**src/rtl/mpc_pkg.sv**
```systemverilog
// ============================================================================
// Mandelbrot pixel color package
// Shared defaults, controller/datapath interface types and the color palette.
// ============================================================================
package mpc_pkg;

    // Default configuration handed to the top level parameters.
    localparam int DEF_IMAGE_WIDTH    = 3840;
    localparam int DEF_IMAGE_HEIGHT   = 2160;
    localparam int DEF_MAX_ITERATIONS = 2000;
    localparam int DEF_FRACTION_BITS  = 28;

    // Fixed field widths.
    localparam int COORD_W = 12;
    localparam int ESC_W   = 11;
    localparam int CHAN_W  = 8;
    // Widest iteration count the parameter range allows.
    localparam int COUNT_W = 16;
    // Integer bits of every fixed-point word, sign included.
    localparam int INT_BITS = 8;

    // Coordinate scaling: re = col*7/(2*width) - 5/2, im = row*2/height - 1.
    localparam int RE_SCALE   = 7;
    localparam int IM_SCALE   = 2;
    localparam int RE_OFF_NUM = 5;
    localparam int ESC_LIMIT  = 4;

    // Palette levels.
    localparam logic [CHAN_W-1:0] LVL_ZERO = 8'h00;
    localparam logic [CHAN_W-1:0] LVL_LO   = 8'h55;
    localparam logic [CHAN_W-1:0] LVL_HI   = 8'hAA;
    localparam logic [CHAN_W-1:0] LVL_FULL = 8'hFF;

    typedef enum logic [2:0] {
        S_IDLE,
        S_COORD,
        S_CSET,
        S_ABS,
        S_MUL,
        S_SUM,
        S_NORM,
        S_TEST
    } t_state;

    typedef struct packed {
        logic load;
        logic div_step;
        logic c_set;
        logic abs_op;
        logic mul;
        logic sum;
        logic norm;
        logic advance;
        logic finish;
    } t_cmd;

    typedef struct packed {
        logic div_last;
        logic escape;
        logic last_iter;
    } t_status;

    typedef struct packed {
        logic [CHAN_W-1:0] red;
        logic [CHAN_W-1:0] green;
        logic [CHAN_W-1:0] blue;
    } t_rgb;

    // Sixteen-entry CGA palette; the default arm holds bright white.
    function automatic t_rgb cga_color(logic [3:0] idx);
        t_rgb c;
        case (idx)
            4'd0:    c = '{LVL_ZERO, LVL_ZERO, LVL_ZERO};
            4'd1:    c = '{LVL_ZERO, LVL_ZERO, LVL_HI};
            4'd2:    c = '{LVL_ZERO, LVL_HI,   LVL_ZERO};
            4'd3:    c = '{LVL_ZERO, LVL_HI,   LVL_HI};
            4'd4:    c = '{LVL_HI,   LVL_ZERO, LVL_ZERO};
            4'd5:    c = '{LVL_HI,   LVL_ZERO, LVL_HI};
            4'd6:    c = '{LVL_HI,   LVL_LO,   LVL_ZERO};
            4'd7:    c = '{LVL_HI,   LVL_HI,   LVL_HI};
            4'd8:    c = '{LVL_LO,   LVL_LO,   LVL_LO};
            4'd9:    c = '{LVL_LO,   LVL_LO,   LVL_FULL};
            4'd10:   c = '{LVL_LO,   LVL_FULL, LVL_LO};
            4'd11:   c = '{LVL_LO,   LVL_FULL, LVL_FULL};
            4'd12:   c = '{LVL_FULL, LVL_LO,   LVL_LO};
            4'd13:   c = '{LVL_FULL, LVL_LO,   LVL_FULL};
            4'd14:   c = '{LVL_FULL, LVL_FULL, LVL_LO};
            default: c = '{LVL_FULL, LVL_FULL, LVL_FULL};
        endcase
        return c;
    endfunction

    // Full palette: CGA below sixteen, a fading ramp per channel above.
    function automatic t_rgb palette(logic [COUNT_W-1:0] cnt);
        t_rgb              c;
        logic [CHAN_W-1:0] lvl;
        lvl = LVL_FULL - {1'b0, cnt[3:0], 3'b000};
        if (cnt < COUNT_W'(16)) begin
            c = cga_color(cnt[3:0]);
        end else begin
            c.red   = cnt[4] ? lvl : LVL_ZERO;
            c.green = cnt[5] ? lvl : LVL_ZERO;
            c.blue  = cnt[6] ? lvl : LVL_ZERO;
        end
        return c;
    endfunction

endpackage

```
**src/rtl/mpc_ctrl.sv**
```systemverilog
// ============================================================================
// Mandelbrot pixel controller
// Sequences coordinate division, the iteration steps and the result strobe.
// ============================================================================
module mpc_ctrl (
    input  logic             i_clk,
    input  logic             i_rst_n,
    input  logic             i_start,
    input  mpc_pkg::t_status i_status,
    output logic             o_busy,
    output mpc_pkg::t_cmd    o_cmd
);

    mpc_pkg::t_state r_state;
    mpc_pkg::t_state n_state;

    always_ff @(posedge i_clk) begin
        if (!i_rst_n) begin
            r_state <= mpc_pkg::S_IDLE;
        end else begin
            r_state <= n_state;
        end
    end

    always_comb begin
        n_state = r_state;
        o_cmd   = '0;
        case (r_state)
            mpc_pkg::S_IDLE: begin
                if (i_start) begin
                    o_cmd.load = 1'b1;
                    n_state    = mpc_pkg::S_COORD;
                end
            end
            mpc_pkg::S_COORD: begin
                o_cmd.div_step = 1'b1;
                if (i_status.div_last) begin
                    n_state = mpc_pkg::S_CSET;
                end
            end
            mpc_pkg::S_CSET: begin
                o_cmd.c_set = 1'b1;
                n_state     = mpc_pkg::S_ABS;
            end
            mpc_pkg::S_ABS: begin
                o_cmd.abs_op = 1'b1;
                n_state      = mpc_pkg::S_MUL;
            end
            mpc_pkg::S_MUL: begin
                o_cmd.mul = 1'b1;
                n_state   = mpc_pkg::S_SUM;
            end
            mpc_pkg::S_SUM: begin
                o_cmd.sum = 1'b1;
                n_state   = mpc_pkg::S_NORM;
            end
            mpc_pkg::S_NORM: begin
                o_cmd.norm = 1'b1;
                n_state    = mpc_pkg::S_TEST;
            end
            mpc_pkg::S_TEST: begin
                if (i_status.escape || i_status.last_iter) begin
                    o_cmd.finish = 1'b1;
                    n_state      = mpc_pkg::S_IDLE;
                end else begin
                    o_cmd.advance = 1'b1;
                    n_state       = mpc_pkg::S_ABS;
                end
            end
            default: begin
                n_state = mpc_pkg::S_IDLE;
            end
        endcase
    end

    assign o_busy = (r_state != mpc_pkg::S_IDLE);

endmodule

```
**config.mk**
```make
export PLATFORM = sky130hd
export DESIGN_NAME = mpc_ctrl
export DESIGN_NICKNAME = d
export VERILOG_FILES = /design/src/rtl/mpc_pkg.sv /design/src/rtl/mpc_ctrl.sv
export SDC_FILE = /design/constraint.sdc
export NUM_CORES = 1
export LEC_CHECK = 0
export ABC_AREA = 0
export BUFFER_PORTS_ARGS = -buffer_cell sky130_fd_sc_hd__buf_2
export CAP_MARGIN = 40
export CORE_AREA = 4 4 41 43
export CTS_CLUSTER_SIZE = 14
export DETAILED_ROUTE_END_ITERATION = 8
export DIE_AREA = 0 0 45 47
export HOLD_SLACK_MARGIN = 0.03
export PLACE_DENSITY = 0.42
export REMOVE_ABC_BUFFERS = 1
export SLEW_MARGIN = 20
export SYNTH_ARGS = -nofsm -noshare
export SYNTH_HDL_FRONTEND = slang
export SYNTH_SLANG_ARGS = --single-unit
```
**constraint.sdc**
```tcl
create_clock -name i_clk -period 3.25 [get_ports i_clk]
set_clock_uncertainty 0.15 [all_clocks]
set_input_delay 0.325 -clock i_clk [delete_from_list [all_inputs] [get_ports i_clk]]
set_output_delay 0.325 -clock i_clk [all_outputs]
set_load 0.02 [all_outputs]
```
# Word level (Yosys, flattened, before mapping)
# Index checks and enable logic that the tools add are counted.
totals:
  elab_cells: 29
  in_bits: 6
  reg_bits: 3
classes:
  eq_ne: 9
  reduce_logical: 4
  n_mux: 15
ops:
  columns: ["op", "count"]
  rows:
  - ["one-hot mux 3 bit (8 select lines)", 1]
  - ["equality test 3 bit, second input constant", 4]
  - ["two-way mux 1 bit", 10]
  - ["equality test 3 x 2 -> 1 bit, second input constant", 2]
  - ["two-way mux 3 bit", 2]
  - ["two-way mux 2 bit", 2]
  - ["!= test 2 bit, second input constant", 2]
  - ["equality test 3 x 1 -> 1 bit, second input constant", 1]
  - ["logical NOT 3 bit", 1]
  - ["nonzero test 3 bit", 1]
  - ["AND reduction 2 bit", 1]
  - ["logical OR 1 bit", 1]

# Logic depth before layout (Yosys ltp)
logic_depth:
  ltp_word: 3
  depth_mapped: 4
  mapped_depth_nobuf: 3

# Worst setup path after synthesis
# Ideal clock, no wire load.
synth_timing:
  path_kind: "flip-flop to output port"
  from: "register r_state[1]"
  to: "output port o_cmd[8] (netlist name)"
  path_buffers: 1
  t_arrival_ns: 1.126
  setup_slack_ns: 1.649
  stages_incl_launch_ff: 4
  cell_sequence: "dfxtp_1 buf_6 or3_4 nor2_1"
synth_rtl:
  columns: ["item", "line_no", "text"]
  rows:
  - ["start: declaration", "mpc_ctrl.sv:14", "mpc_pkg::t_state r_state;"]
  - ["start signal: assignment", "mpc_ctrl.sv:19", "r_state <= mpc_pkg::S_IDLE;"]
  - ["start signal: assignment", "mpc_ctrl.sv:21", "r_state <= n_state;"]
  - ["end: declaration", "mpc_ctrl.sv:11", "output mpc_pkg::t_cmd o_cmd"]

==> flow_summary.yaml <==
drt:
  via_count: 251
  drt-met1-wl_um: 246
  wl_met3_um: 92
  wirelength_um: 580
  drc: 0
  ant_nets: 0
  drtPass1Iterations: 3
  vias_per_cell: 4.05
  routed.top_layer: "met3"
  drt_iter0_drc: 1
  routedWlPerCell_um: 9.35
  wl_met2_um: 241
synthesis:
  synth_common_cells: "nor2_1 (6), dfxtp_1 (3), inv_1 (2), nor3b_1 (2)"
  synth.most_common_cell: "nor2_1"
  ys_types: 21
  async_flop_share: 0
  ys_seq_area_frac: 0.255
  synth_ff_type: "dfxtp_1"
  synth_top_cell_by_area: "dfxtp_1"
  syn_avg_cell_area_um2: 7.84
  synth.area.top_cells: "dfxtp_1 (26%), nor2_1 (9.6%), nor3b_1 (6.4%)"
  synth-edff-count: 0
  synthCells: 30
  synth-seq-cells: 3
  synth_top_area_share: 0.255
  yosysWarnings: 0
  synth_area_um2: 235
power:
  p_per_area_nw_per_um2: 447
  ir_worst_vdd_mv: 0.227
  leakage_nw: 0.165
placement:
  gp_congestion: 0.720
  preCtsSetupSlack_ns: 1.69
  place_inst: 58
  port_buffers: 15
hold_path:
  min_to: "r_state[0]$_SDFFE_PN0P_"
  min-delay-start: "i_rst_n"
  hold_depth: 3
  holdCritPathClass: "primary input to register"
setup_path:
  crit_type: "register to output port"
  critPathMaxFanout: 10
  r2r_setup_slack_ns: 2.01
  worstReg2RegStart: "r_state[2]$_SDFFE_PN0P_"
  critPathArrivalTime_ns: 1.34
  required_ns: 2.77
  endpoint_kind: "output port"
  ff2ff_path_depth: 3
  rr_endpoint: "r_state[1]$_SDFFE_PN0P_"
  startpoint_type: "register"
grt:
  grt_use_total: 0.0694
  grt_pass1_vias: 242
  grt_pass1_wl_um: 979
  grt-ovfl-total: 0
  grt_max_degree: 11
  antenna_found_initial: 0
clock_network:
  cts-resized-gates: 0
  cts_buffers: 3
  cts_setup_buffers: 0
  cts_buffer_depth: 2
  cts_root_buffer: "clkbuf_4"
  cts-hold-fix-buffers: 0
  cts_tree: "done"
  clkLatencyLatePin_ns: 0.24
  cts_num_sinks: 3
  htree_levels: 1
  path_clk_slew_ns: 0.04
cells_and_area:
  final_cells: 62
  syn2layout_area_growth_pct: 43.1
  largest_register_ffs: 3
  drive_gt1_frac: 0.489
  reg_top3: "r_state x3"
  top_register: "r_state"
  antennaDiodeCount: 0
  nNetsFinal: 54
  fillerInstances: 162
timing:
  setup_tns_ns: 0
  final_hold_viol_count: 0
  setup_slack_ns: 1.44
  relSlewSlack: 0.783
  maxSlewViolCount: 0
  worst_pin_slew_ns: 0.325
  min_period_ns: 1.81
  rsz0062_at_grt: "no"
  period_share: 0.558
  setup_viol: 0
  max_freq_mhz: 552
floorplanning:
  rows: 13
  ios: 16
  dieHeight_um: 47
  die_w_um: 45
  die_area_um2: 2120
  core_um2: 1300
  start_util: 0.181
outcome:
  status: "completed"
run:
  max_cap_violations: 0
[layout by cell type (no fill, tap or decap), drive strengths merged]
master,count
o21ai,3
dfxtp,3
clkbuf,4
and2,1
o21ba,1
inv,2
nor2,6
or2b,1
nand2,1
nor3b,3
or3,1
a21boi,1
nor2b,1
a21oi,1
nor3,1
buf,15
xnor2,1
o31ai,1
[cell type report]
| type | count | area, um^2 | share of cell area |
|---|---|---|---|
| Multi-Input combinational cell | 23 | 149 | 0.442 |
| Timing Repair Buffer | 15 | 75.1 | 0.223 |
| Tap cell | 15 | 18.8 | 0.0558 |
| Sequential cell | 3 | 60.1 | 0.178 |
| Inverter | 2 | 7.51 | 0.0223 |
| Clock buffer | 4 | 26.3 | 0.0781 |
[power breakdown]
group | switching (W) | internal [W]
registers | 0.00000589 | 0.0000399
logic | 0.0000205 | 0.0000172
clock network | 0.0000209 | 0.0000461
[kinds of logic after synthesis]
kind of cell | count (synthesis) | share of synthesized area
XOR/XNOR | 1 | 0.0372
buffers and inverters | 4 | 0.112
flip-flops | 3 | 0.255
AND/OR/NAND/NOR | 15 | 0.388
AO/OA/AOI/OAI | 7 | 0.207
[routing by layer]
| metal | vias to the layer above | track usage |
|---|---|---|
| met4 | 0 | 0.0351 |
| met3 | 0 | 0.0536 |
| li1 | 132 | - |
| met1 | 104 | 0.0769 |
| met2 | 15 | 0.0960 |
| met5 | - | 0 |
[worst max-delay path, stage by stage, from the launching register on]
cell	delay, ns
dfxtp_1	0.50
nor3b_2	0.28
nor2b_1	0.16
buf_2	0.17
[through the flow]
step	util	instance area (um^2)	hold slack (ns)	total power, W
after floorplan	-	216	0.283	0.0000705
after global placement	0.238	310	0.426	0.0000856
after detailed placement	0.238	310	0.430	0.0000847
after CTS	0.259	337	0.175	0.000155
after global routing	0.259	337	0.186	0.000165
final	0.259	337	0.180	0.000150
[how the worst max path moves through the flow]
stage / start / to / slack [ns] / cells after the start
final: r_state[2]$_SDFFE_PN0P_ / o_cmd[1] / 1.44 / 3
after global routing: r_state[2]$_SDFFE_PN0P_ / o_cmd[1] / 1.32 / 3
after CTS: r_state[2]$_SDFFE_PN0P_ / o_cmd[1] / 1.42 / 3
after detailed placement: r_state[2]$_SDFFE_PN0P_ / o_cmd[1] / 1.69 / 3
after global placement: r_state[1]$_SDFFE_PN0P_ / o_cmd[6] / 1.70 / 3
after floorplan: r_state[0]$_SDFFE_PN0P_ / o_cmd[8] / 1.69 / 2
Power figures use the tool's default switching activity.
